### src/rtl/lgovl_pkg.sv
// Shared types and constants for the logo overlay block.
// No dependencies; used by every module under rtl/.
`default_nettype none

package lgovl_pkg;

  // Configuration register indexes
  typedef enum logic [2:0] {
    REG_WINDOW_START    = 3'd0,
    REG_WINDOW_LENGTH   = 3'd1,
    REG_WHITE_SUM_LIMIT = 3'd2,
    REG_BLACK_SUM_LIMIT = 3'd3
  } reg_index_t;

  // Register reset values
  localparam logic [9:0] WINDOW_START_RST    = 10'd259;
  localparam logic [9:0] WINDOW_LENGTH_RST   = 10'd236;
  localparam logic [9:0] WHITE_SUM_LIMIT_RST = 10'd747;
  localparam logic [9:0] BLACK_SUM_LIMIT_RST = 10'd10;

  // Forced grey levels, quarter units (242.25 * 4 and 67 * 4)
  localparam logic [9:0] GREY_WHITE4 = 10'd969;
  localparam logic [9:0] GREY_BLACK4 = 10'd268;

  // Transparency key: pure red
  localparam logic [7:0] KEY_RED   = 8'hFF;
  localparam logic [7:0] KEY_GREEN = 8'h00;
  localparam logic [7:0] KEY_BLUE  = 8'h00;

  typedef struct packed {
    logic [9:0] window_start;
    logic [9:0] window_length;
    logic [9:0] white_sum_limit;
    logic [9:0] black_sum_limit;
  } cfg_t;

  // One beat leaving the conditioning stages
  typedef struct packed {
    logic       valid;
    logic       use_logo;
    logic [9:0] luma;
    logic [9:0] cb;
    logic [9:0] cr;
    logic [9:0] r4;
    logic [9:0] g4;
    logic [9:0] b4;
  } item_t;

endpackage

`default_nettype wire

### src/rtl/lgovl_regs.sv
// Configuration register file for the logo overlay block.
// Depends on lgovl_pkg.
`default_nettype none

module lgovl_regs (
  input  wire logic              clk,
  input  wire logic              rst,
  input  wire logic              cfg_valid,
  input  wire logic [2:0]        cfg_index,
  input  wire logic [9:0]        cfg_data,
  output lgovl_pkg::cfg_t        cfg
);

  // Writes land on the clock edge; unknown indexes are dropped
  always_ff @(posedge clk) begin
    if (rst) begin
      cfg.window_start    <= lgovl_pkg::WINDOW_START_RST;
      cfg.window_length   <= lgovl_pkg::WINDOW_LENGTH_RST;
      cfg.white_sum_limit <= lgovl_pkg::WHITE_SUM_LIMIT_RST;
      cfg.black_sum_limit <= lgovl_pkg::BLACK_SUM_LIMIT_RST;
    end else if (cfg_valid) begin
      unique case (cfg_index)
        lgovl_pkg::REG_WINDOW_START:    cfg.window_start    <= cfg_data;
        lgovl_pkg::REG_WINDOW_LENGTH:   cfg.window_length   <= cfg_data;
        lgovl_pkg::REG_WHITE_SUM_LIMIT: cfg.white_sum_limit <= cfg_data;
        lgovl_pkg::REG_BLACK_SUM_LIMIT: cfg.black_sum_limit <= cfg_data;
        default: ;
      endcase
    end
  end

endmodule

`default_nettype wire

### src/rtl/lgovl_cond.sv
// Window/key decision and logo pixel conditioning, two pipeline stages.
// Depends on lgovl_pkg.
`default_nettype none

module lgovl_cond #(
  parameter int unsigned LINE_SAMPLES = 1024
) (
  input  wire logic              clk,
  input  wire logic              rst,
  input  wire logic              in_valid,
  input  wire logic [9:0]        column,
  input  wire logic [9:0]        video_luma,
  input  wire logic [9:0]        video_cb,
  input  wire logic [9:0]        video_cr,
  input  wire logic [7:0]        logo_red,
  input  wire logic [7:0]        logo_green,
  input  wire logic [7:0]        logo_blue,
  input  wire lgovl_pkg::cfg_t   cfg,
  output lgovl_pkg::item_t       item
);

  logic        in_window;
  logic        key;
  logic [10:0] window_end;

  logic        v1;
  logic        use1;
  logic [9:0]  sum1;
  logic [9:0]  luma1, cb1, cr1;
  logic [7:0]  red1, green1, blue1;

  logic        white;
  logic        black;

  // Stage 1: window test, key test, RGB sum
  assign window_end = {1'b0, cfg.window_start} + {1'b0, cfg.window_length};
  assign in_window = (column >= cfg.window_start) &&
                     ({1'b0, column} < window_end) &&
                     (32'(column) < LINE_SAMPLES);
  assign key = (logo_red == lgovl_pkg::KEY_RED) &&
               (logo_green == lgovl_pkg::KEY_GREEN) &&
               (logo_blue == lgovl_pkg::KEY_BLUE);

  always_ff @(posedge clk) begin
    if (rst) begin
      v1 <= 1'b0;
    end else begin
      v1 <= in_valid;
    end
  end

  always_ff @(posedge clk) begin
    use1   <= in_window && !key;
    sum1   <= 10'(logo_red) + 10'(logo_green) + 10'(logo_blue);
    luma1  <= video_luma;
    cb1    <= video_cb;
    cr1    <= video_cr;
    red1   <= logo_red;
    green1 <= logo_green;
    blue1  <= logo_blue;
  end

  // Stage 2: force near-white / near-black to grey, black wins
  assign white = sum1 > cfg.white_sum_limit;
  assign black = sum1 < cfg.black_sum_limit;

  always_ff @(posedge clk) begin
    if (rst) begin
      item.valid <= 1'b0;
    end else begin
      item.valid <= v1;
    end
    item.use_logo <= use1;
    item.luma     <= luma1;
    item.cb       <= cb1;
    item.cr       <= cr1;
    priority if (black) begin
      item.r4 <= lgovl_pkg::GREY_BLACK4;
      item.g4 <= lgovl_pkg::GREY_BLACK4;
      item.b4 <= lgovl_pkg::GREY_BLACK4;
    end else if (white) begin
      item.r4 <= lgovl_pkg::GREY_WHITE4;
      item.g4 <= lgovl_pkg::GREY_WHITE4;
      item.b4 <= lgovl_pkg::GREY_WHITE4;
    end else begin
      item.r4 <= {red1, 2'b00};
      item.g4 <= {green1, 2'b00};
      item.b4 <= {blue1, 2'b00};
    end
  end

endmodule

`default_nettype wire

### src/rtl/lgovl_csc.sv
// RGB to 10-bit studio YCbCr conversion and output select, five stages.
// Depends on lgovl_pkg; coefficients are derived from FRACTION_BITS.
`default_nettype none

module lgovl_csc #(
  parameter int unsigned FRACTION_BITS = 16
) (
  input  wire logic              clk,
  input  wire logic              rst,
  input  wire lgovl_pkg::item_t  item,
  output logic                   strobe,
  output logic [9:0]             out_luma,
  output logic [9:0]             out_cb,
  output logic [9:0]             out_cr,
  output logic                   logo_used
);

  localparam longint unsigned OneF = 64'd1 << FRACTION_BITS;
  localparam int unsigned KwW      = FRACTION_BITS + 2;
  localparam int unsigned ProdW    = FRACTION_BITS + 10;
  localparam int unsigned YqW      = FRACTION_BITS + 11;
  localparam int unsigned DW       = FRACTION_BITS + 12;
  localparam int unsigned PyW      = YqW + KwW;
  localparam int unsigned PcW      = DW + KwW + 1;
  localparam int unsigned AccW     = PcW + 1;
  localparam int unsigned OutShift = 2 * FRACTION_BITS + 2;
  localparam int unsigned HiW      = AccW - OutShift;
  localparam int unsigned LumW     = PyW - OutShift;

  localparam logic [KwW-1:0] Kr  = KwW'((299 * OneF + 500) / 1000);
  localparam logic [KwW-1:0] Kg  = KwW'((587 * OneF + 500) / 1000);
  localparam logic [KwW-1:0] Kb  = KwW'((114 * OneF + 500) / 1000);
  localparam logic [KwW-1:0] Kys = KwW'((876 * OneF + 127) / 255);
  localparam logic [KwW-1:0] Ku  =
    KwW'((64'd5643371 * 7 * OneF + 64'd10000000) / 64'd20000000);
  localparam logic [KwW-1:0] Kv  =
    KwW'((64'd7132641 * 7 * OneF + 64'd10000000) / 64'd20000000);
  localparam logic signed [PcW-1:0]  KuS  = PcW'(Ku);
  localparam logic signed [PcW-1:0]  KvS  = PcW'(Kv);
  localparam logic signed [AccW-1:0] Bias = AccW'(512) <<< OutShift;

  // A negative result is treated like a huge unsigned value,
  // so both directions of overflow clamp to full scale
  function automatic logic [9:0] chroma_sat(input logic signed [HiW-1:0] hi);
    logic [9:0] res;
    if (hi[HiW-1] || (hi > HiW'(1023))) begin
      res = 10'd1023;
    end else begin
      res = hi[9:0];
    end
    return res;
  endfunction

  logic [4:0] vld;  // valid bits for stages 3 through 7

  // Stage 3 regs
  logic [ProdW-1:0] p_r, p_g, p_b;
  logic [9:0]       r4_3, b4_3, luma3, cb3, cr3;
  logic             use3;
  // Stage 4 regs
  logic [YqW-1:0]   yq4;
  logic [9:0]       r4_4, b4_4, luma4, cb4, cr4;
  logic             use4;
  // Stage 5 regs
  logic [YqW-1:0]        yq5;
  logic signed [DW-1:0]  d_b, d_r;
  logic [9:0]            luma5, cb5, cr5;
  logic                  use5;
  // Stage 6 regs
  logic [PyW-1:0]        prod_y;
  logic signed [PcW-1:0] prod_b, prod_r;
  logic [9:0]            luma6, cb6, cr6;
  logic                  use6;

  // Final stage combinational terms
  logic signed [AccW-1:0] acc_b, acc_r;
  logic [LumW:0]          lum;

  // Valid bits travel alongside the data
  always_ff @(posedge clk) begin
    if (rst) begin
      vld <= '0;
    end else begin
      vld <= {vld[3:0], item.valid};
    end
  end

  // Stage 3: the three weighted products
  always_ff @(posedge clk) begin
    p_r   <= ProdW'(item.r4) * ProdW'(Kr);
    p_g   <= ProdW'(item.g4) * ProdW'(Kg);
    p_b   <= ProdW'(item.b4) * ProdW'(Kb);
    r4_3  <= item.r4;
    b4_3  <= item.b4;
    luma3 <= item.luma;
    cb3   <= item.cb;
    cr3   <= item.cr;
    use3  <= item.use_logo;
  end

  // Stage 4: luma sum
  always_ff @(posedge clk) begin
    yq4   <= YqW'(p_r) + YqW'(p_g) + YqW'(p_b);
    r4_4  <= r4_3;
    b4_4  <= b4_3;
    luma4 <= luma3;
    cb4   <= cb3;
    cr4   <= cr3;
    use4  <= use3;
  end

  // Stage 5: color differences B-Y and R-Y
  always_ff @(posedge clk) begin
    yq5   <= yq4;
    d_b   <= $signed(DW'(b4_4) << FRACTION_BITS) - $signed(DW'(yq4));
    d_r   <= $signed(DW'(r4_4) << FRACTION_BITS) - $signed(DW'(yq4));
    luma5 <= luma4;
    cb5   <= cb4;
    cr5   <= cr4;
    use5  <= use4;
  end

  // Stage 6: output scaling multiplies
  always_ff @(posedge clk) begin
    prod_y <= PyW'(yq5) * PyW'(Kys);
    prod_b <= PcW'(d_b) * KuS;
    prod_r <= PcW'(d_r) * KvS;
    luma6  <= luma5;
    cb6    <= cb5;
    cr6    <= cr5;
    use6   <= use5;
  end

  // Stage 7: offsets, truncation, saturation and select
  assign acc_b = AccW'(prod_b) + Bias;
  assign acc_r = AccW'(prod_r) + Bias;
  assign lum   = (LumW + 1)'(prod_y[PyW-1:OutShift]) + (LumW + 1)'(64);

  always_ff @(posedge clk) begin
    logo_used <= use6;
    if (use6) begin
      out_luma <= (lum > (LumW + 1)'(1023)) ? 10'd1023 : lum[9:0];
      out_cb   <= chroma_sat(acc_b[AccW-1:OutShift]);
      out_cr   <= chroma_sat(acc_r[AccW-1:OutShift]);
    end else begin
      out_luma <= luma6;
      out_cb   <= cb6;
      out_cr   <= cr6;
    end
  end

  assign strobe = vld[4];

endmodule

`default_nettype wire

### src/rtl/logo_rgb_to_ycbcr_keyed_overlay_unit.sv
// Logo overlay: an accepted start reaches its strobe through the lgovl_cond and lgovl_csc stages.
// Throughput is one sample per clock; busy never rises, so start may be held
// high every cycle. Each of the seven register stages takes a new beat per clock.
// Results cannot be stalled by the receiver. Synchronous reset clears all
// valid bits and loads the registers with their default window and limits.
// Depends on lgovl_pkg, lgovl_regs, lgovl_cond, lgovl_csc.
`default_nettype none

module logo_rgb_to_ycbcr_keyed_overlay_unit #(
  parameter int unsigned LINE_SAMPLES  = 1024,
  parameter int unsigned FRACTION_BITS = 16
) (
  input  wire logic        clk,
  input  wire logic        rst,
  // command side
  input  wire logic        start,
  output logic             busy,
  input  wire logic [9:0]  column,
  input  wire logic [9:0]  video_luma,
  input  wire logic [9:0]  video_cb,
  input  wire logic [9:0]  video_cr,
  input  wire logic [7:0]  logo_red,
  input  wire logic [7:0]  logo_green,
  input  wire logic [7:0]  logo_blue,
  // result side
  output logic             strobe,
  output logic [9:0]       out_luma,
  output logic [9:0]       out_cb,
  output logic [9:0]       out_cr,
  output logic             logo_used,
  // register write channel
  input  wire logic        cfg_valid,
  output logic             cfg_ready,
  input  wire logic [2:0]  cfg_index,
  input  wire logic [9:0]  cfg_data
);

  lgovl_pkg::cfg_t  cfg;
  lgovl_pkg::item_t item;
  logic             accept;

  // Fully pipelined: always ready for a beat and for a register write
  assign busy      = 1'b0;
  assign cfg_ready = 1'b1;
  assign accept    = start && !busy;

  lgovl_regs u_regs (
    .clk       (clk),
    .rst       (rst),
    .cfg_valid (cfg_valid && cfg_ready),
    .cfg_index (cfg_index),
    .cfg_data  (cfg_data),
    .cfg       (cfg)
  );

  lgovl_cond #(
    .LINE_SAMPLES (LINE_SAMPLES)
  ) u_cond (
    .clk        (clk),
    .rst        (rst),
    .in_valid   (accept),
    .column     (column),
    .video_luma (video_luma),
    .video_cb   (video_cb),
    .video_cr   (video_cr),
    .logo_red   (logo_red),
    .logo_green (logo_green),
    .logo_blue  (logo_blue),
    .cfg        (cfg),
    .item       (item)
  );

  lgovl_csc #(
    .FRACTION_BITS (FRACTION_BITS)
  ) u_csc (
    .clk       (clk),
    .rst       (rst),
    .item      (item),
    .strobe    (strobe),
    .out_luma  (out_luma),
    .out_cb    (out_cb),
    .out_cr    (out_cr),
    .logo_used (logo_used)
  );

  // Every result beat traces back to an accepted start
  a_strobe_has_start: assert property (@(posedge clk) disable iff (rst)
    strobe |-> $past(accept, 7))
    else $error("result beat without a matching start");

  // Pass-through beats carry the video sample unchanged
  a_passthrough: assert property (@(posedge clk) disable iff (rst)
    (strobe && !logo_used) |->
      (out_luma == $past(video_luma, 7)) && (out_cb == $past(video_cb, 7)) &&
      (out_cr == $past(video_cr, 7)))
    else $error("pass-through beat altered the video sample");

  // Logo only replaces video at or after the window start
  a_logo_in_window: assert property (@(posedge clk) disable iff (rst)
    (strobe && logo_used) |-> ($past(column, 7) >= $past(cfg.window_start, 7)))
    else $error("logo used before the window start");

  // A write to the window start register takes effect on the next edge
  a_cfg_write: assert property (@(posedge clk) disable iff (rst)
    (cfg_valid && cfg_ready && (cfg_index == lgovl_pkg::REG_WINDOW_START)) |=>
      (cfg.window_start == $past(cfg_data)))
    else $error("window start write lost");

endmodule

`default_nettype wire
### config.mk
export PLATFORM = sky130hd
export DESIGN_NAME = logo_rgb_to_ycbcr_keyed_overlay_unit
export DESIGN_NICKNAME = d
export VERILOG_FILES = /design/src/rtl/lgovl_pkg.sv /design/src/rtl/lgovl_regs.sv /design/src/rtl/lgovl_cond.sv /design/src/rtl/lgovl_csc.sv /design/src/rtl/logo_rgb_to_ycbcr_keyed_overlay_unit.sv
export SDC_FILE = /design/constraint.sdc
export NUM_CORES = 2
export LEC_CHECK = 0
export BUFFER_PORTS_ARGS = -buffer_cell sky130_fd_sc_hd__clkbuf_2
export CORE_MARGIN = 3
export CORE_UTILIZATION = 65
export CTS_CLUSTER_DIAMETER = 50
export DETAILED_ROUTE_END_ITERATION = 7
export PLACE_DENSITY = 0.82
export SLEW_MARGIN = 10
export SYNTH_ARGS = -nofsm -noshare
export SYNTH_HDL_FRONTEND = slang
export SYNTH_SLANG_ARGS = --single-unit
### constraint.sdc
create_clock -name clk -period 7.25 [get_ports clk]
set_clock_uncertainty 0.2 [all_clocks]
set_input_delay 1.45 -clock clk [delete_from_list [all_inputs] [get_ports clk]]
set_output_delay 1.45 -clock clk [all_outputs]
set_load 0.02 [all_outputs]
# [Word-level counts from Yosys, hierarchy flattened]
# Cells that the tools add are included.
[op_classes] addsub=10 n_mul=6 order_cmp=7 eq_ne=4 muxes=7 reduce_logical=15
[op_table] operator="28-bit by 18-bit multiplier with 46-bit output, second input constant" n=2
[op_table] operator="10-bit two-way mux" n=6
[op_table] operator="26-bit by 27-bit subtractor with 28-bit output" n=2
[op_table] operator="10-bit by 15-bit multiplier with 25-bit output, second input constant" n=2
[op_table] operator="47-bit by 45-bit adder with 48-bit output, second input constant" n=1
[op_table] operator="46-bit by 45-bit adder with 47-bit output, second input constant" n=1
[op_table] operator="27-bit by 18-bit multiplier with 45-bit output, second input constant" n=1
[op_table] operator="30-bit two-way mux" n=1
[op_table] operator="14-bit by 11-bit greater-than comparator with 1-bit output, second input constant" n=2
[op_table] operator="25-bit by 26-bit adder with 27-bit output" n=1
[op_table] operator="27-bit by 23-bit adder with 27-bit output" n=1
[op_table] operator="10-bit by 13-bit multiplier with 23-bit output, second input constant" n=1
[op_table] operator="8-bit zero test" n=2
[op_table] operator="11-bit by 7-bit adder with 12-bit output, second input constant" n=1
[op_table] operator="12-bit by 10-bit greater-than comparator with 1-bit output, second input constant" n=1
[op_table] operator="10-bit by 10-bit adder with 11-bit output" n=1
[op_table] operator="10-bit by 11-bit < comparator with 1-bit output" n=1
[op_table] operator="10-bit by 8-bit adder with 10-bit output" n=1
[op_table] operator="10-bit greater-or-equal comparator" n=1
[op_table] operator="10-bit greater-than comparator" n=1
[op_table] operator="10-bit < comparator" n=1
[op_table] operator="8-bit by 8-bit adder with 9-bit output" n=1
[op_table] operator="8-bit equality test, second input constant" n=1
[op_table] operator="2-bit AND reduction" n=4
[op_table] operator="other kinds (7)" n=12
[totals] reg_bits=688 inputBits=81 output_inout_bits=34 wordCells=108

# [Depth between registers and ports, before layout]
[logic_depth] ltp_word=5 mapped_depth=23 mapped_depth_nobuf=22

# [Modules after synthesis]
# Synthesis repeated with hierarchy kept, for this count alone.
[unflattened] cells_unflattened=4930 hier_area_um2=52606.7
[modules_own_cells] mod="lgovl_csc" n_inst=1 cells_per_inst=4380 area_each_um2=46422.0 seq_area_each_um2=8007.7
[modules_own_cells] mod="lgovl_cond" n_inst=1 cells_per_inst=389 area_each_um2=4519.3 seq_area_each_um2=2462.4
[modules_own_cells] mod="lgovl_regs" n_inst=1 cells_per_inst=157 area_each_um2=1642.8 seq_area_each_um2=800.8
[modules_own_cells] mod="logo_rgb_to_ycbcr_keyed_overlay_unit" n_inst=1 cells_per_inst=4 area_each_um2=22.5 seq_area_each_um2=0.0

# [Least setup slack after synthesis]
# No wires, ideal clock.
[synth_timing] kind="reg2reg" start="reg u_csc.d_r[27]" end="reg u_csc.prod_r[45]" setup_time_ns=0.123 arrival_ns=5.821 required_time_ns=6.927 setup_slack_ns=1.106 path_stages_with_launch=21 path_buffers=1 synth_period_minus_slack_ns=6.144 cell_sequence="dfxtp_1 > clkbuf_1 > inv_1 > fa_1 > inv_1 > fa_1 > fa_1 > fa_1 > inv_1 > fa_1 > inv_1 > ha_1 > a21o_1 > a21o_1 > a21oi_1 > o211ai_1 > nor2_2 > o31ai_4 > o31ai_4 > o21ai_1 > xor2_1"
[synth_between] elab_chain_cells=1
[synth_rtl] element="start, declared" line="lgovl_csc.sv:66" text="logic signed [DW-1:0] d_b, d_r;"
[synth_rtl] element="start signal, assigned" line="lgovl_csc.sv:116" text="d_r <= $signed(DW'(r4_4) << FRACTION_BITS) - $signed(DW'(yq4));"
[synth_rtl] element="28-bit by 18-bit multiplier with 46-bit output" line="lgovl_csc.sv:127" text="prod_r <= PcW'(d_r) * KvS;"
[synth_rtl] element="end signal, assigned" line="lgovl_csc.sv:127"
[synth_rtl] element="end, declared" line="lgovl_csc.sv:71" text="logic signed [PcW-1:0] prod_b, prod_r;"
# Every way passes these cells.
# A chain may end at the register's enable or synchronous reset.

# [Worst setup path in the final report]
[layout_timing] start="reg u_csc.d_b[16]" end="reg u_csc.prod_b[43]"
[layout_between] elab_chain_cells=1
[layout_rtl] element="start, declared" line="lgovl_csc.sv:66"
[layout_rtl] element="start signal, assigned" line="lgovl_csc.sv:115" text="d_b <= $signed(DW'(b4_4) << FRACTION_BITS) - $signed(DW'(yq4));"
[layout_rtl] element="28-bit by 18-bit multiplier with 46-bit output" line="lgovl_csc.sv:126" text="prod_b <= PcW'(d_b) * KuS;"
[layout_rtl] element="end signal, assigned" line="lgovl_csc.sv:126"
[layout_rtl] element="end, declared" line="lgovl_csc.sv:71"
# Every way passes these cells.

==> metrics.txt <==
chip height=about 280 um; H-tree depth=3; CTS clk-pin slew, worst paths=0.07 ns; # nets final=6730; ys flop type=dfxtp_1; share of cells above drive strength 1=roughly 5.6%; Mapped Avg Cell Area=10.5 um^2; Fmax=around 0.14 GHz; IO Count=roughly 120; CP Launch Type=register; Worst path top cell family by delay=adder cells; Synth async-reset ratio=0%; register area share after synthesis=21.7%; drt pass-1 iters=8; initial core utilization=65.9%; Placer Congestion=0.961; leading cell types in the layout, fill and taps excluded=inv_1 (1333), ha_1 (854), fa_1 (783), dfxtp_1 (541), a21oi_1 (174); RSZ-0062 raised after global routing=no; root buf cell=clkbuf_16; GRT Overall Usage=28.1%; via count=32500; synth unique cells=76; synthesized flop and latch total=545; Worst-Margin Slew=between 1 and 1.5 ns; Largest stage delay, worst path=about 0.68 ns; CTS buffer count=68; Iter 0 DRT Violations=1779; Worst EP required=about 7.6 ns; Mapped Area=50300 um^2; mean routed wirelength per cell=approximately 18 um; final worst-path cycle share=96.6%; vias per cell=roughly 5.3; fin crit period=around 7 ns; total grt overflow=0; P&R area growth vs syn=8.84%; DP Area=52300 um^2; WL final=109000 um; commonest non-fill, non-tap cell in the layout=inv_1; # clock sinks=545; critical path's most frequent cell=fa_1; # port buffers=112; max-slew violations=0; CP arrival=7.33 ns; Critical Path Fanout Max=10; CTS tree=yes; remaining antenna violation count after routing=0; Max Cap Viol=0; Gate Count Post-Synth=between 4000 and 5000; Rows=101; number of flops mapped to enable cells by yosys=0; first-pass GRT wire length=181000 um; Skew-Pair Late Insertion Delay=0.61 ns; Fill cells=~5300; Slowest-stage cell, CP=dfxtp_1; Final setup viols=0; Core ar.=between 70000 and 80000 um^2; vias in the first global route=35600; status=finished clean; final hold violations=0; CTS max path bufs=3; final instance area=54800 um^2; HPWL Detailed=92200 um; worst path cell trace=inv_1 > fa_1 > inv_1 > fa_1 > fa_1 > fa_1 > fa_1 > inv_1 > fa_1 > inv_1 > ha_1 > nand4_1 > nor2_1 > nand4_1 > a2111oi_2 > nor2_1 > a21oi_1 > a21oi_1 > o21ai_0 > xor2_1; initial antenna violation count=2; crit path buf inv count=4; YS warnings=0; hold crit path type=reg -> reg; Die X-Extent=284 um; Die ar.=around 80000 um^2; critical path type=reg -> reg; Antenna Cells=0; largest net degree at the start of global routing=48; Rel. slew slack=20.4%; critical path endpoint category=register; setup bufs post-CTS=0; post-route DRC violation count=0
## cell type report
cell class / count / area (um^2) / area share, %
inverters: 1333 / 5000 / 9.14
clock inverters: 43 / 588 / 1.07
clock buffers: 79 / 1840 / 3.35
flip-flops and latches: 545 / 10900 / 19.9
multi-input cells: 2934 / 34400 / 62.9
well taps: 1030 / 1290 / 2.35
repair buffers: 130 / 696 / 1.27
## registers in the layout, indices dropped and copies added (netlist names), 11 cells and up
register,cells
u_cond.item,57
u_regs.cfg,40
u_csc.d_b,26
u_csc.yq4,25
u_csc.yq5,25
u_csc.p_r,24
u_csc.p_g,23
u_csc.p_b,21
u_csc.prod_r,13
u_csc.prod_b,12
u_csc.prod_y,11
## stage by stage
| step | setup TNS, ns | worst slack (ns) | hold slack [ns] | utilization [%] | instances |
|---|---|---|---|---|---|
| floorplan | 0 | 1.11 | 0.110 | - | 4844 |
| global placement | -0.0168 | -0.0168 | 0.110 | 68.6 | 5972 |
| detailed placement | -0.0558 | -0.0558 | 0.112 | 68.6 | 5972 |
| CTS | 0 | 0.0429 | 0.119 | 71.7 | 6094 |
| global route | 0 | 0.0839 | 0.123 | 71.7 | 6094 |
| finish | 0 | 0.247 | 0.116 | 71.7 | 6094 |
## routing by layer
| metal | global-route usage [%] | wire (um) | vias to the layer above | share of wire, % |
|---|---|---|---|---|
| met1 | 36.7 | 45900 | 16000 | 42 |
| met3 | 5.45 | 6660 | 240 | 6.1 |
| li1 | - | - | 15300 | - |
| met5 | 0 | 0 | - | 0 |
| met2 | 47.1 | 52600 | 902 | 48 |
| met4 | 9.88 | 4000 | 0 | 3.7 |
## timing repair
| action | in CTS | in global routing |
|---|---|---|
| pin swaps | 0 | 0 |
| gates resized for setup | 1 | 4 |
| hold buffers | 0 | 0 |
| setup endpoints to repair | 1 | 4 |
## path summary, 6_finish.rpt
check | end | cells after the start | start | slack [ns]
worst min-delay path | u_csc.cb3[6] | 0 | u_cond.item[46] | 0.12
worst min register to register | u_csc.cb3[6] | 0 | u_cond.item[46] | 0.12
worst max register to register | u_csc.prod_b[43] | 20 | u_csc.d_b[16] | 0.25
worst max-delay path | u_csc.prod_b[43] | 20 | u_csc.d_b[16] | 0.25
## synthesized netlist by cell type, types with 5 or more instances
master / n / area [um^2]
o31ai_1: 5 / 37.5
o21bai_1: 25 / 188
or2_2: 10 / 62.6
nand2b_1: 40 / 250
fa_1: 783 / 15700
nor3_1: 26 / 130
nand3_1: 42 / 210
a221oi_1: 6 / 52.6
nand3b_1: 17 / 128
and3b_1: 7 / 61.3
xnor2_1: 121 / 1060
dfxtp_1: 545 / 10900
or3_1: 9 / 56.3
a211oi_1: 15 / 113
a31oi_1: 18 / 113
o21ai_0: 72 / 360
o211ai_1: 8 / 60.1
nand4_1: 24 / 150
nand2_1: 157 / 589
o21ai_1: 11 / 55.1
and2_1: 10 / 62.6
ha_1: 854 / 10700
nor4_1: 8 / 50.1
inv_1: 1333 / 5000
a21o_1: 100 / 751
nor2_1: 104 / 390
and3_1: 7 / 43.8
nor2b_1: 31 / 194
a211o_1: 5 / 43.8
xor2_1: 72 / 631
clkbuf_1: 29 / 109
o21a_1: 25 / 188
a2111oi_0: 8 / 70.1
o22a_1: 26 / 228
a21oi_1: 174 / 871
## logic make-up (layout without fill, tap and decap cells)
group | after synthesis | in the layout | synth area share, %
buffers and inverters | 1365 | 1585 | 10.2
xor gates and xnor gates | 193 | 193 | 3.36
adders and majority gates | 1639 | 1639 | 52.4
other | 2 | 42 | 0.0149
muxes | 3 | 3 | 0.0597
AOI/OAI and AO/OA | 550 | 550 | 7.27
DFF | 545 | 545 | 21.7
and+or+nand+nor | 507 | 507 | 4.98
Power is not shown: default switching activity piles up to over one toggle a cycle in this logic, so the estimate is an artifact.
